`src/hw/rtl/cyclic_15_11_stream_encoder_macros.svh`:
```
// Assertion macros shared by the encoder RTL.
`ifndef CYCLIC_15_11_STREAM_ENCODER_MACROS_SVH
`define CYCLIC_15_11_STREAM_ENCODER_MACROS_SVH

// Check a condition in the same cycle as its trigger.
`define CYC_ASSERT_NOW(label, ante, cons, msg) \
   label: assert property (@(posedge clock) disable iff (reset) (ante) |-> (cons)) \
      else $error(msg);

// Check a condition in the cycle after its trigger.
`define CYC_ASSERT_NEXT(label, ante, cons, msg) \
   label: assert property (@(posedge clock) disable iff (reset) (ante) |=> (cons)) \
      else $error(msg);

`endif

```
`src/hw/rtl/cyc_enc_pkg.sv`:
```
// Constants, types and helper functions of the (15,11) cyclic stream encoder.
package cyc_enc_pkg;

   localparam int DATA_W      = 8;
   localparam int MSG_LEN_W   = 24;
   localparam int BLOCK_BITS  = 11;
   localparam int CODE_BITS   = 15;
   localparam int CHECK_BITS  = 4;
   localparam int MAX_RES     = 5;
   localparam int QDEPTH      = 8;
   localparam int QCOUNT_W    = $clog2(QDEPTH + 1);
   localparam int SLOT_IDX_W  = $clog2(MAX_RES);

   // Remainder of x^(i+4) modulo x^4+x^3+1, one column per data bit.
   localparam logic [CHECK_BITS-1:0] CHECK_COLS [BLOCK_BITS] = '{
      4'h9, 4'hB, 4'hF, 4'h7, 4'hE, 4'h5, 4'hA, 4'hD, 4'h3, 4'h6, 4'hC
   };

   typedef struct packed {
      logic [DATA_W-1:0] data;
      logic              last;
   } rsp_entry_type;

   function automatic logic [CHECK_BITS-1:0] check_bits(input logic [BLOCK_BITS-1:0] d);
      logic [CHECK_BITS-1:0] acc;
      acc = '0;
      for (int i = 0; i < BLOCK_BITS; i++) begin
         if (d[i]) begin
            acc = acc ^ CHECK_COLS[i];
         end
      end
      return acc;
   endfunction

   function automatic logic [DATA_W-1:0] rev8(input logic [DATA_W-1:0] v);
      logic [DATA_W-1:0] r;
      for (int i = 0; i < DATA_W; i++) begin
         r[i] = v[DATA_W-1-i];
      end
      return r;
   endfunction

   function automatic logic [CODE_BITS-1:0] rev15(input logic [CODE_BITS-1:0] v);
      logic [CODE_BITS-1:0] r;
      for (int i = 0; i < CODE_BITS; i++) begin
         r[i] = v[CODE_BITS-1-i];
      end
      return r;
   endfunction

   // 2^10 = 1 and 2^5 = -1 modulo 11: fold the word down, then a short compare chain.
   function automatic logic [3:0] mod11(input logic [MSG_LEN_W-1:0] v);
      logic [11:0] s1;
      logic [10:0] s2;
      logic [6:0]  s3;
      logic [6:0]  t;
      s1 = 12'(v[9:0]) + 12'(v[19:10]) + 12'(v[23:20]);
      s2 = 11'(s1[9:0]) + 11'(s1[11:10]);
      s3 = 7'(s2[4:0]) + 7'd33 - 7'(s2[10:5]);
      if (s3 >= 7'd55) begin
         t = s3 - 7'd55;
      end else if (s3 >= 7'd44) begin
         t = s3 - 7'd44;
      end else if (s3 >= 7'd33) begin
         t = s3 - 7'd33;
      end else if (s3 >= 7'd22) begin
         t = s3 - 7'd22;
      end else if (s3 >= 7'd11) begin
         t = s3 - 7'd11;
      end else begin
         t = s3;
      end
      return t[3:0];
   endfunction

   // Tail pad bits of the output, from the length modulo 11.
   function automatic logic [DATA_W-1:0] hdr_tail(input logic [3:0] m);
      logic [DATA_W-1:0] r;
      case (m)
         4'd0:    r = 8'd0;
         4'd1:    r = 8'd1;
         4'd2:    r = 8'd2;
         4'd3:    r = 8'd3;
         4'd4:    r = 8'd3;
         4'd5:    r = 8'd4;
         4'd6:    r = 8'd5;
         4'd7:    r = 8'd6;
         4'd8:    r = 8'd6;
         4'd9:    r = 8'd7;
         4'd10:   r = 8'd0;
         default: r = 8'd0;
      endcase
      return r;
   endfunction

   // Zero bits filling the last data block, from the length modulo 11.
   function automatic logic [DATA_W-1:0] hdr_fill(input logic [3:0] m);
      logic [DATA_W-1:0] r;
      case (m)
         4'd0:    r = 8'd0;
         4'd1:    r = 8'd3;
         4'd2:    r = 8'd6;
         4'd3:    r = 8'd9;
         4'd4:    r = 8'd1;
         4'd5:    r = 8'd4;
         4'd6:    r = 8'd7;
         4'd7:    r = 8'd10;
         4'd8:    r = 8'd2;
         4'd9:    r = 8'd5;
         4'd10:   r = 8'd8;
         default: r = 8'd0;
      endcase
      return r;
   endfunction

endpackage

```
`src/hw/rtl/cyclic_15_11_stream_encoder.sv`:
```
// Streaming encoder: message bytes in, (15,11) cyclic-coded bytes with a two-byte header out.
//
// req_* carries one message byte per beat; rsp_* carries one encoded byte per beat,
// with rsp_tlast high on the final byte of each message. csr_wen/csr_wdata set the
// message length in bytes (zero counts as one); write it only between messages.
// Each message opens with two header bytes (tail pad bits, fill bits of the last
// block), then the codewords, four check bits first, packed MSB first.
// An accepted byte waits in the input register and is encoded straight from it
// when the encode step fires; its results enter an 8-entry output queue at the edge
// that ends the firing cycle, and rsp_tvalid is high while the queue holds a byte.
// The encode step takes an input byte every cycle while the queue holds at most
// three bytes, and the queue drains one byte a cycle while rsp_tready is high, so
// the output port sets the rate: about 1.4 output bytes per input byte plus two
// header bytes per message.
// Reset empties the queue and input register, clears the partial block and
// partial byte and sets the length to one. When rsp_tready is low the queue
// holds, and req_tready falls once the input register is full and the queue
// cannot take a further five bytes.
`include "cyclic_15_11_stream_encoder_macros.svh"

module cyclic_15_11_stream_encoder (
   input  logic                               clock,
   input  logic                               reset,
   input  logic                               req_tvalid,
   output logic                               req_tready,
   input  logic [cyc_enc_pkg::DATA_W-1:0]     req_tdata,   // [7:0] data_byte
   output logic                               rsp_tvalid,
   input  logic                               rsp_tready,
   output logic [cyc_enc_pkg::DATA_W-1:0]     rsp_tdata,   // [7:0] out_byte
   output logic                               rsp_tlast,
   input  logic                               csr_wen,
   input  logic [cyc_enc_pkg::MSG_LEN_W-1:0]  csr_wdata
);
   import cyc_enc_pkg::*;

   // configuration
   logic [MSG_LEN_W-1:0]  len_ff, len_in;
   logic [3:0]            len_mod_ff, len_mod_in;

   // input register
   logic                  in_valid_ff, in_valid_in;
   logic [DATA_W-1:0]     in_byte_ff, in_byte_in;

   // encoder state
   logic [MSG_LEN_W-1:0]  taken_ff, taken_in;
   logic [BLOCK_BITS-1:0] blk_ff, blk_in;
   logic [3:0]            blk_fill_ff, blk_fill_in;
   logic [DATA_W-1:0]     pend_ff, pend_in;      // left-aligned, oldest bit in bit 7
   logic [2:0]            pend_fill_ff, pend_fill_in;
   logic                  hdr_sent_ff, hdr_sent_in;

   // output queue
   rsp_entry_type         q_ff [QDEPTH];
   rsp_entry_type         q_in [QDEPTH];
   rsp_entry_type         q_shift [QDEPTH];
   logic [QCOUNT_W-1:0]   count_ff, count_in;

   // encode step
   logic                  fire, pop, is_end, emit1, hdr;
   logic [DATA_W-1:0]     rbyte;
   logic [18:0]           wbits;
   logic [4:0]            fill_sum;
   logic [BLOCK_BITS-1:0] rem, blk_a, blk_b;
   logic [3:0]            rem_fill;
   logic [1:0]            nblk;
   logic [CODE_BITS-1:0]  cw_a, cw_b;
   logic [MSG_LEN_W-1:0]  taken_next;
   logic [5:0]            nbits;
   logic [39:0]           s_bits;
   logic [4:0][7:0]       s_bytes;
   logic [2:0]            data_cnt, batch_cnt;
   rsp_entry_type         slot [MAX_RES];
   logic [QCOUNT_W-1:0]   base;
   logic [QCOUNT_W-1:0]   rel;

   assign fire       = in_valid_ff && (count_ff <= QCOUNT_W'(QDEPTH - MAX_RES));
   assign req_tready = !in_valid_ff || fire;
   assign rsp_tvalid = (count_ff != '0);
   assign pop        = rsp_tvalid && rsp_tready;
   assign rsp_tdata  = q_ff[0].data;
   assign rsp_tlast  = q_ff[0].last;

   always_comb begin
      len_in     = len_ff;
      len_mod_in = len_mod_ff;
      if (csr_wen) begin
         if (csr_wdata == '0) begin
            len_in     = MSG_LEN_W'(1);
            len_mod_in = 4'd1;
         end else begin
            len_in     = csr_wdata;
            len_mod_in = mod11(csr_wdata);
         end
      end
   end

   always_comb begin
      in_valid_in = in_valid_ff;
      in_byte_in  = in_byte_ff;
      if (req_tvalid && req_tready) begin
         in_valid_in = 1'b1;
         in_byte_in  = req_tdata;
      end else if (fire) begin
         in_valid_in = 1'b0;
      end
   end

   // Append the byte to the open block; at most one block fills per byte, and a message end may flush a second.
   always_comb begin
      rbyte    = rev8(in_byte_ff);
      wbits    = 19'(blk_ff) | (19'(rbyte) << blk_fill_ff);
      fill_sum = 5'(blk_fill_ff) + 5'd8;
      emit1    = (fill_sum >= 5'(BLOCK_BITS));
      if (emit1) begin
         rem      = BLOCK_BITS'(wbits[18:11]);
         rem_fill = 4'(fill_sum - 5'(BLOCK_BITS));
      end else begin
         rem      = wbits[BLOCK_BITS-1:0];
         rem_fill = 4'(fill_sum);
      end
      taken_next = taken_ff + MSG_LEN_W'(1);
      is_end     = (taken_next >= len_ff);
      hdr        = !hdr_sent_ff;

      // pick the blocks to emit, flushing the open block at message end
      if (emit1) begin
         blk_a = wbits[BLOCK_BITS-1:0];
         blk_b = rem;
         nblk  = (is_end && rem_fill != 4'd0) ? 2'd2 : 2'd1;
      end else begin
         blk_a = rem;
         blk_b = rem;
         nblk  = (is_end && rem_fill != 4'd0) ? 2'd1 : 2'd0;
      end
      cw_a = {blk_a, check_bits(blk_a)};
      cw_b = {blk_b, check_bits(blk_b)};

      nbits = 6'(pend_fill_ff);
      if (nblk == 2'd1) begin
         nbits = nbits + 6'(CODE_BITS);
      end else if (nblk == 2'd2) begin
         nbits = nbits + 6'(2 * CODE_BITS);
      end

      // output bit stream, first bit in bit 39
      s_bits = {pend_ff, 32'b0};
      if (nblk != 2'd0) begin
         s_bits = s_bits | ({rev15(cw_a), 25'b0} >> pend_fill_ff);
      end
      if (nblk == 2'd2) begin
         s_bits = s_bits | ({rev15(cw_b), 25'b0} >> (6'(pend_fill_ff) + 6'(CODE_BITS)));
      end
      s_bytes = s_bits;

      data_cnt  = is_end ? 3'((nbits + 6'd7) >> 3) : 3'(nbits >> 3);
      batch_cnt = data_cnt + (hdr ? 3'd2 : 3'd0);

      for (int j = 0; j < MAX_RES; j++) begin
         if (hdr && j == 0) begin
            slot[j].data = hdr_tail(len_mod_ff);
         end else if (hdr && j == 1) begin
            slot[j].data = hdr_fill(len_mod_ff);
         end else if (hdr) begin
            slot[j].data = s_bytes[3'(6 - j)];
         end else begin
            slot[j].data = s_bytes[3'(4 - j)];
         end
         slot[j].last = is_end && (3'(j) == batch_cnt - 3'd1);
      end

      taken_in     = taken_ff;
      blk_in       = blk_ff;
      blk_fill_in  = blk_fill_ff;
      pend_in      = pend_ff;
      pend_fill_in = pend_fill_ff;
      hdr_sent_in  = hdr_sent_ff;
      if (fire) begin
         if (is_end) begin
            taken_in     = '0;
            blk_in       = '0;
            blk_fill_in  = '0;
            pend_in      = '0;
            pend_fill_in = '0;
            hdr_sent_in  = 1'b0;
         end else begin
            taken_in     = taken_next;
            blk_in       = rem;
            blk_fill_in  = rem_fill;
            pend_in      = s_bytes[3'(3'd4 - nbits[5:3])];
            pend_fill_in = nbits[2:0];
            hdr_sent_in  = 1'b1;
         end
      end
   end

   // Advance the queue on a taken beat, append the new batch behind what stays.
   always_comb begin
      for (int i = 0; i < QDEPTH - 1; i++) begin
         q_shift[i] = pop ? q_ff[i+1] : q_ff[i];
      end
      q_shift[QDEPTH-1] = q_ff[QDEPTH-1];
      base = count_ff - QCOUNT_W'(pop);
      for (int i = 0; i < QDEPTH; i++) begin
         rel     = QCOUNT_W'(i) - base;
         q_in[i] = q_shift[i];
         if (fire && QCOUNT_W'(i) >= base && rel < QCOUNT_W'(batch_cnt)) begin
            q_in[i] = slot[rel[SLOT_IDX_W-1:0]];
         end
      end
      count_in = base + (fire ? QCOUNT_W'(batch_cnt) : '0);
   end

   always_ff @(posedge clock) begin
      if (reset) begin
         len_ff       <= MSG_LEN_W'(1);
         len_mod_ff   <= 4'd1;
         in_valid_ff  <= 1'b0;
         taken_ff     <= '0;
         blk_ff       <= '0;
         blk_fill_ff  <= '0;
         pend_ff      <= '0;
         pend_fill_ff <= '0;
         hdr_sent_ff  <= 1'b0;
         count_ff     <= '0;
      end else begin
         len_ff       <= len_in;
         len_mod_ff   <= len_mod_in;
         in_valid_ff  <= in_valid_in;
         taken_ff     <= taken_in;
         blk_ff       <= blk_in;
         blk_fill_ff  <= blk_fill_in;
         pend_ff      <= pend_in;
         pend_fill_ff <= pend_fill_in;
         hdr_sent_ff  <= hdr_sent_in;
         count_ff     <= count_in;
      end
   end

   always_ff @(posedge clock) begin
      in_byte_ff <= in_byte_in;
      for (int i = 0; i < QDEPTH; i++) begin
         q_ff[i] <= q_in[i];
      end
   end

   `CYC_ASSERT_NOW(a_end_has_result, fire && is_end, batch_cnt != 3'd0, "message end without result")
   `CYC_ASSERT_NEXT(a_end_clears, fire && is_end, blk_fill_ff == 4'd0 && pend_fill_ff == 3'd0 && !hdr_sent_ff, "state not cleared after message end")
   `CYC_ASSERT_NEXT(a_block_bound, fire, blk_fill_ff < 4'(BLOCK_BITS), "open block overfilled")
   `CYC_ASSERT_NEXT(a_input_hold, in_valid_ff && !fire, in_valid_ff && $stable(in_byte_ff), "stalled input byte lost")

endmodule
```
`config.mk`:
```
export PLATFORM = sky130hd
export DESIGN_NAME = cyclic_15_11_stream_encoder
export DESIGN_NICKNAME = d
export VERILOG_FILES = /design/src/hw/rtl/cyc_enc_pkg.sv /design/src/hw/rtl/cyclic_15_11_stream_encoder.sv
export VERILOG_INCLUDE_DIRS = /design/src /design/src/hw/rtl
export SDC_FILE = /design/constraint.sdc
export NUM_CORES = 1
export LEC_CHECK = 0
export ABC_CLOCK_PERIOD_IN_PS = 28600
export BUFFER_PORTS_ARGS = -buffer_cell sky130_fd_sc_hd__buf_2
export CAP_MARGIN = 5
export CORE_ASPECT_RATIO = 0.75
export CORE_MARGIN = 5
export CORE_UTILIZATION = 50
export CTS_CLUSTER_DIAMETER = 200
export DETAILED_ROUTE_END_ITERATION = 8
export PLACE_DENSITY = 0.66
export REMOVE_ABC_BUFFERS = 1
export SYNTH_ARGS = -nofsm -noshare
export SYNTH_HDL_FRONTEND = slang
export SYNTH_SLANG_ARGS = --single-unit
export TNS_END_PERCENT = 5
```
`constraint.sdc`:
```
create_clock -name clock -period 28.6 [get_ports clock]
set_input_delay 5.72 -clock clock [delete_from_list [all_inputs] [get_ports clock]]
set_output_delay 5.72 -clock clock [all_outputs]
set_load 0.03 [all_outputs]
```
==> impl_metrics.env, run 1 <==
export IMPL_status="finished, final reports clean"
export IMPL_fin_skew_ns=0.0150
export IMPL_grt_pass1_wl_microns=79300
export IMPL_drive_above_1_share_pct=10.6
export IMPL_htreeDepth=4
export IMPL_grt_overflow=0
export IMPL_cts_buffers=17
export IMPL_total_power_w=0.00218
export IMPL_synth_top_flop_cell="dfxtp_1"
export IMPL_drtIter0Drc=1833
export IMPL_rsz0062_at_grt="no"
export IMPL_setup_worst_path_end="slot[37]"
export IMPL_setup_viol=0
export IMPL_hold_viol_final=0
export IMPL_post_dp_cell_area_sq_mm=0.0155
export IMPL_min_path_type="flip-flop to flip-flop"
export IMPL_synth_async_reset_ratio_pct=0
export IMPL_required_ns=28.97
export IMPL_drv_slew=0
export IMPL_avgSynthCellArea_sq_um=8.30
export IMPL_slowest_delay_ns=0.85
export IMPL_worstPathArrival_ns=14.90
export IMPL_std_cell_rows=55
export IMPL_worstSetupPathType="primary input to flip-flop"
export IMPL_cp_max_fo=11
export IMPL_hold_slack_ns=0.460
export IMPL_cts_setup_buffers=0
export IMPL_grt_start_max_net_pins=86
export IMPL_ys_warn_count=0
export IMPL_ys_seq_area_share_pct=26.9
export IMPL_synth_edf_count=80
export IMPL_startpoint_type="primary input"
export IMPL_fp_dieH_microns=160
export IMPL_crit_path_start="csr_wdata[1]"
export IMPL_worstSkewPairLatency_ns=0.44
export IMPL_fin_tns_setup_ns=0
export IMPL_regToRegSetupSlack_ns=18.69
export IMPL_first_pass_iters=6
export IMPL_areaGrowthSynthToFinish_pct=6.93
export IMPL_end_kind="flip-flop"
export IMPL_r2r_end="q_ff[0][2]"
export IMPL_portBuffers=47
export IMPL_routed_via_density=6.61
export IMPL_clk_pin_slew_ns=0.07
export IMPL_max_freq_ghz=0.0688
export IMPL_place_gp_congestion=1.02
export IMPL_cts_repair_resized=0
export IMPL_grtUsageTotal_pct=29.8
export IMPL_slew_headroom_pct=21.7
export IMPL_finalInstanceArea_sq_mm=0.0161
export IMPL_powerDensity_mw_per_mm2=135
export IMPL_r2r_start="taken_ff[0]"
export IMPL_antenna_found_initial=1
export IMPL_ys_ff_latch=162
export IMPL_post_route_period_util_pct=50.8
export IMPL_syn_inst=1811
export IMPL_worst_pin_slew_ns=1.14
export IMPL_cp_slowest_cell="nor3_1"
export IMPL_ctsHoldBuffers=0
export IMPL_period_minus_slack_ns=14.53
export IMPL_grt_pass1_vias=13600
export IMPL_cts_tree="yes"
export IMPL_die_x_microns=210
export IMPL_cellLeakagePower_nw=6.20
export IMPL_root_buffer="clkbuf_16"
export IMPL_wl_per_cell_microns=23.3
export IMPL_ant_nets=0
export IMPL_ios=48
export IMPL_vias=14600
export IMPL_dieArea_sq_mm=0.0337
export IMPL_coreArea_sq_mm=0.0299
export IMPL_peakVddDrop_v=0.000117
export IMPL_synth_cell_types=103
export IMPL_cts_num_sinks=162
export IMPL_totalWireLength_microns=51400
export IMPL_drc=0
export IMPL_place_hpwl_microns=38300
export IMPL_cts_buffer_depth=2
export IMPL_initial_utilization_pct=50.2
export IMPL_fin_nets=1941
export IMPL_netlist_area_sq_mm=0.0150
export IMPL_r2r_cells=39
export IMPL_cap_violations=0
[registers in the layout, summed over array words and instances, names as in the netlist, named ones only]
name and cells:
len_ff 24, blk_ff 11, in_byte_ff 8, count_ff 4, slot 3, in_valid_ff 1
len_mod_ff 4, q_ff 72, pend_fill_ff 3, taken_ff 24, blk_fill_ff 4, hdr_sent_ff 1
[area by class of cell]
type	count	area [sq um]
diodes	1	2.50
clock buffers	21	493
clock inverters	11	115
fillers	2811	13900
inverters	85	319
multi-input cells	1453	10200
flip-flops and latches	162	4040
well taps	399	499
repair buffers	72	423
[cell families (layout without fill, tap and decap cells)]
family	Yosys count	after routing	synth area share, %
and+or+nand+nor	633	633	19.9
AOI/OAI and AO/OA	538	538	25.3
buffers and inverters	196	189	5.45
DFF	162	162	26.9
adders and majority gates	113	113	9.81
muxes	88	88	7.36
xor gates and xnor gates	81	81	5.28
other	0	1	0
[cell usage after synthesis, types with 19 or more instances]
master / count / area [sq um]
o221ai_1: 19 / 166
xor2_1: 22 / 193
clkbuf_1: 78 / 293
o21a_1: 25 / 188
a31oi_1: 30 / 188
o21ai_0: 85 / 425
nand3_1: 65 / 325
inv_1: 79 / 297
nor2b_1: 19 / 119
mux2i_1: 52 / 521
a21o_1: 29 / 218
nor2_1: 161 / 604
edfxtp_1: 80 / 2400
xnor2_1: 52 / 455
nor3_1: 32 / 160
a21oi_1: 125 / 626
ha_1: 105 / 1310
dfxtp_1: 82 / 1640
nand2_1: 207 / 777
a22oi_1: 24 / 180
nand4_1: 22 / 138
o211ai_1: 22 / 165
nand2b_1: 26 / 163
mux2_2: 20 / 225
[power by group]
group | total, W | internal, W | leakage (nW) | switching, W
logic | 0.00156 | 0.000496 | 4.48 | 0.00107
registers | 0.000368 | 0.000339 | 1.43 | 0.0000292
clock network | 0.000245 | 0.000135 | 0.298 | 0.000110
[worst min path at each step]
| stage | endpoint | startpoint | cells after the start | slack (ns) |
|---|---|---|---|---|
| after detailed placement | blk_ff[0] | blk_ff[0] | 2 | 0.45 |
| after floorplan | blk_ff[0] | blk_ff[0] | 2 | 0.43 |
| after global placement | blk_ff[0] | blk_ff[0] | 2 | 0.44 |
| final | blk_ff[0] | blk_ff[0] | 2 | 0.46 |
| after global routing | blk_ff[9] | blk_ff[9] | 2 | 0.49 |
| after CTS | blk_ff[0] | blk_ff[0] | 2 | 0.46 |
[per-layer routing]
| metal | vias up | track usage [%] | share of wire [%] |
|---|---|---|---|
| li1 | 6701 | - | - |
| met1 | 6968 | 44.1 | 45 |
| met4 | 0 | 5.34 | 1.5 |
| met2 | 801 | 42.3 | 41 |
| met3 | 93 | 10.4 | 13 |
| met5 | - | 0 | 0 |
[layout by cell type, fill, tap and decap left out, types with 26 or more instances in the layout]
cell type | netlist | layout
nand2_1 | 207 | 207
nor2_1 | 161 | 161
a21oi_1 | 125 | 125
ha_1 | 105 | 104
o21ai_0 | 85 | 85
dfxtp_1 | 82 | 82
edfxtp_1 | 80 | 80
inv_1 | 79 | 79
nand3_1 | 65 | 65
xnor2_1 | 52 | 52
mux2i_1 | 52 | 52
buf_2 | 10 | 47
nor3_1 | 32 | 32
a21o_1 | 29 | 29
a31oi_1 | 30 | 29
nand2b_1 | 26 | 26
[critical path: cells and delay by family]
family          cells  cell delay, ns
simple gates       12            3.28
xor+xnor            2            0.59
buf+inv             4            0.51
fa+ha+maj           7            2.47
compound gates      7            1.89
mux                 1            0.42
[per-stage QoR]
step | std cells | setup slack, ns | utilization, %
floorplan | 1700 | 15.16 | -
global placement | 2171 | 14.07 | 51.7
CTS | 2203 | 14.20 | 53.7
global route | 2203 | 13.39 | 53.7
finish | 2204 | 14.07 | 53.7
detailed placement | 2171 | 13.79 | 51.7
No activity file was read; power rests on OpenSTA's default activity.
==> run 2, diff against run 1 <==
--- a/config.mk
+++ b/config.mk
@@ -6,7 +6,8 @@
 export SDC_FILE = /design/constraint.sdc
 export NUM_CORES = 1
 export LEC_CHECK = 0
-export ABC_CLOCK_PERIOD_IN_PS = 28600
+export ABC_AREA = 1
+export ABC_CLOCK_PERIOD_IN_PS = 13160
 export BUFFER_PORTS_ARGS = -buffer_cell sky130_fd_sc_hd__buf_2
 export CAP_MARGIN = 5
 export CORE_ASPECT_RATIO = 0.75
@@ -14,7 +15,7 @@
 export CORE_UTILIZATION = 50
 export CTS_CLUSTER_DIAMETER = 200
 export DETAILED_ROUTE_END_ITERATION = 8
-export PLACE_DENSITY = 0.66
+export PLACE_DENSITY = 0.69
 export REMOVE_ABC_BUFFERS = 1
 export SYNTH_ARGS = -nofsm -noshare
 export SYNTH_HDL_FRONTEND = slang
==> constraint.sdc (replaced) <==
create_clock -name clock -period 13.16 [get_ports clock]
set_input_delay 2.632 -clock clock [delete_from_list [all_inputs] [get_ports clock]]
set_output_delay 2.632 -clock clock [all_outputs]
set_load 0.03 [all_outputs]
==> run 2 against run 1 <==
Net effect:
- die area is 3.9% lower
- hold slack better by 0.0027 ns
- total power grew 100%
- critical path type unchanged
- largest cell class unchanged
- largest power group unchanged
==> impl_metrics.env, run 2 <==
export IMPL_status="finished, final reports clean"
export IMPL_cts_setup_buffers=0
export IMPL_synthTopCellsByCount="nand2_1 (815), nand3_1 (289), inv_1 (173)"
export IMPL_final_cells=2567
export IMPL_synth_top_flop_cell="dfxtp_1"
export IMPL_hold_viol_final=0
export IMPL_ant_nets=0
export IMPL_portBuffers=47
export IMPL_synth_cell_types=64
export IMPL_reg_top3="q_ff x72, len_ff x24, taken_ff x24"
export IMPL_end_kind="flip-flop"
export IMPL_finalInstanceArea_sq_mm=0.0154
export IMPL_cp_slowest_cell="fa_1"
export IMPL_required_ns=13.48
export IMPL_yosysMostFrequentCell="nand2_1"
export IMPL_grt_start_max_net_pins=72
export IMPL_grt_pass1_wl_microns=68400
export IMPL_worstSetupPathType="primary input to flip-flop"
export IMPL_cellLeakagePower_nw=7.38
export IMPL_drv_slew=0
export IMPL_netlist_area_sq_mm=0.0144
export IMPL_worst_path_most_repeated_cell="nand2_1"
export IMPL_cts_tree="yes"
export IMPL_fp_dieH_microns=157
export IMPL_syn_inst=2192
export IMPL_synth_area_leaders="nand2_1 (21%), edfxtp_1 (17%), dfxtp_1 (11%), nand3_1 (10%), ha_1 (9.1%)"
export IMPL_synth_top_area_cell="nand2_1"
export IMPL_place_gp_congestion=1.00
export IMPL_wl_per_cell_microns=16.7
export IMPL_cts_buffers=17
export IMPL_fin_skew_ns=0.0137
export IMPL_place_inst=2536
export IMPL_post_route_period_util_pct=70.6
export IMPL_coreArea_sq_mm=0.0282
export IMPL_max_freq_ghz=0.108
export IMPL_grt_overflow=0
export IMPL_synth_edf_count=80
export IMPL_r2r_start="taken_ff[0]"
export IMPL_largest_reg_flops=72
export IMPL_cts_num_sinks=162
export IMPL_antenna_cells=0
export IMPL_totalWireLength_microns=42800
export IMPL_worst_pin_slew_ns=1.11
export IMPL_layout_commonest_cell="nand2_1"
export IMPL_vias=14400
export IMPL_ys_ff_latch=162
export IMPL_initial_utilization_pct=51.1
export IMPL_ctsHoldBuffers=0
export IMPL_fin_tns_setup_ns=0
export IMPL_min_delay_start="len_ff[1]"
export IMPL_cts_repair_resized=0
export IMPL_routed_via_density=5.60
export IMPL_ys_warn_count=0
export IMPL_avgSynthCellArea_sq_um=6.57
export IMPL_drive_above_1_share_pct=8.39
export IMPL_regMostFlops="q_ff"
export IMPL_grt_pass1_vias=13000
export IMPL_grtUsageTotal_pct=26.5
export IMPL_rsz0062_at_grt="no"
export IMPL_powerDensity_mw_per_mm2=289
export IMPL_root_buffer="clkbuf_16"
export IMPL_clk_pin_slew_ns=0.06
export IMPL_htreeDepth=4
export IMPL_drc=0
export IMPL_place_hpwl_microns=32800
export IMPL_cp_max_fo=10
export IMPL_min_path_type="flip-flop to flip-flop"
export IMPL_slowest_delay_ns=0.74
export IMPL_synth_async_reset_ratio_pct=0
export IMPL_drtIter0Drc=1730
export IMPL_antenna_found_initial=0
export IMPL_peakVddDrop_v=0.000293
export IMPL_setup_viol=0
export IMPL_period_minus_slack_ns=9.29
export IMPL_startpoint_type="primary input"
export IMPL_areaGrowthSynthToFinish_pct=6.70
export IMPL_synth_top_cell_area_share_pct=21.2
export IMPL_std_cell_rows=53
export IMPL_final_cell_mix="nand2_1 (814), nand3_1 (289), inv_1 (173), a21oi_1 (119), ha_1 (104)"
export IMPL_dieArea_sq_mm=0.0323
export IMPL_post_dp_cell_area_sq_mm=0.0148
export IMPL_cts_buffer_depth=2
export IMPL_fin_nets=2320
export IMPL_ios=48
export IMPL_die_x_microns=206
export IMPL_cap_violations=0
export IMPL_crit_path_start="csr_wdata[3]"
export IMPL_worstSkewPairLatency_ns=0.44
export IMPL_worstPathArrival_ns=9.61
export IMPL_slew_headroom_pct=25.6
export IMPL_ys_seq_area_share_pct=28.1
export IMPL_first_pass_iters=6
[run 2: cell count changes in the layout (fill, tap and decap cells not counted), moves of 21 or more]
cell      change
a21o_1       -27
nand3_1     +224
nand2_2      +21
nor2_1       -87
nand2_1     +607
nand4_1      +29
a31oi_1      -28
nor3_1       -21
xnor2_1      -27
inv_1        +94
nand2b_1     -26
mux2i_1      -50
o21a_1       -24
a22oi_1      -21
[run 2: cells by family (layout without fill, tap and decap cells)]
| kind of cell | count (synthesis) | count (layout) | share of synthesized area (%) |
|---|---|---|---|
| adders and majority gates | 113 | 113 | 10.2 |
| muxes | 2 | 2 | 0.139 |
| xor gates and xnor gates | 57 | 57 | 3.57 |
| and+or+nand+nor | 1318 | 1318 | 40.2 |
| AOI/OAI and AO/OA | 238 | 238 | 9.24 |
| DFF | 162 | 162 | 28.1 |
| buffers and inverters | 302 | 292 | 8.55 |
[run 2: cell type report]
class	instances	area, sq um
clock buffers	18	450
clock inverters	13	164
fillers	2806	12800
inverters	201	754
multi-input cells	1728	9150
flip-flops and latches	162	4040
well taps	385	482
repair buffers	60	333
[run 2: worst max-delay path, delay by kind of cell]
kind / cells / cell delay, ns
adders and majority gates: 9 / 3.30
AOI/OAI and AO/OA: 6 / 1.07
buffers and inverters: 5 / 0.47
xor gates and xnor gates: 2 / 0.27
and+or+nand+nor: 19 / 1.85
[run 2: metrics by stage]
step / hold slack (ns) / setup slack (ns) / power, W / util [%]
global route: 0.485 / 3.19 / 0.00486 / 54.5
global placement: 0.451 / 3.76 / 0.00380 / 52.4
finish: 0.463 / 3.87 / 0.00445 / 54.5
floorplan: 0.427 / 4.31 / 0.00306 / -
CTS: 0.464 / 3.89 / 0.00439 / 54.5
detailed placement: 0.454 / 3.44 / 0.00384 / 52.4
[run 2: final timing paths]
path	end	slack, ns	depth (start not counted)
setup / recovery	slot[38]	3.87	41
hold / removal	len_ff[1]	0.46	2
setup reg to reg	q_ff[0][21]	4.34	39
hold reg to reg	len_ff[1]	0.46	2
[run 2: report_power, final]
| part | switching [W] | internal [W] |
|---|---|---|
| Sequential | 0.0000534 | 0.000744 |
| Combinational | 0.00218 | 0.000933 |
| Clock | 0.000234 | 0.000298 |
| Total | 0.00247 | 0.00198 |
[run 2: routing by layer]
| layer | track usage, % | wire (microns) |
|---|---|---|
| met3 | 6.57 | 4090 |
| met5 | 0 | 0 |
| met1 | 39.1 | 20500 |
| met2 | 39.2 | 17500 |
| met4 | 5.67 | 737 |
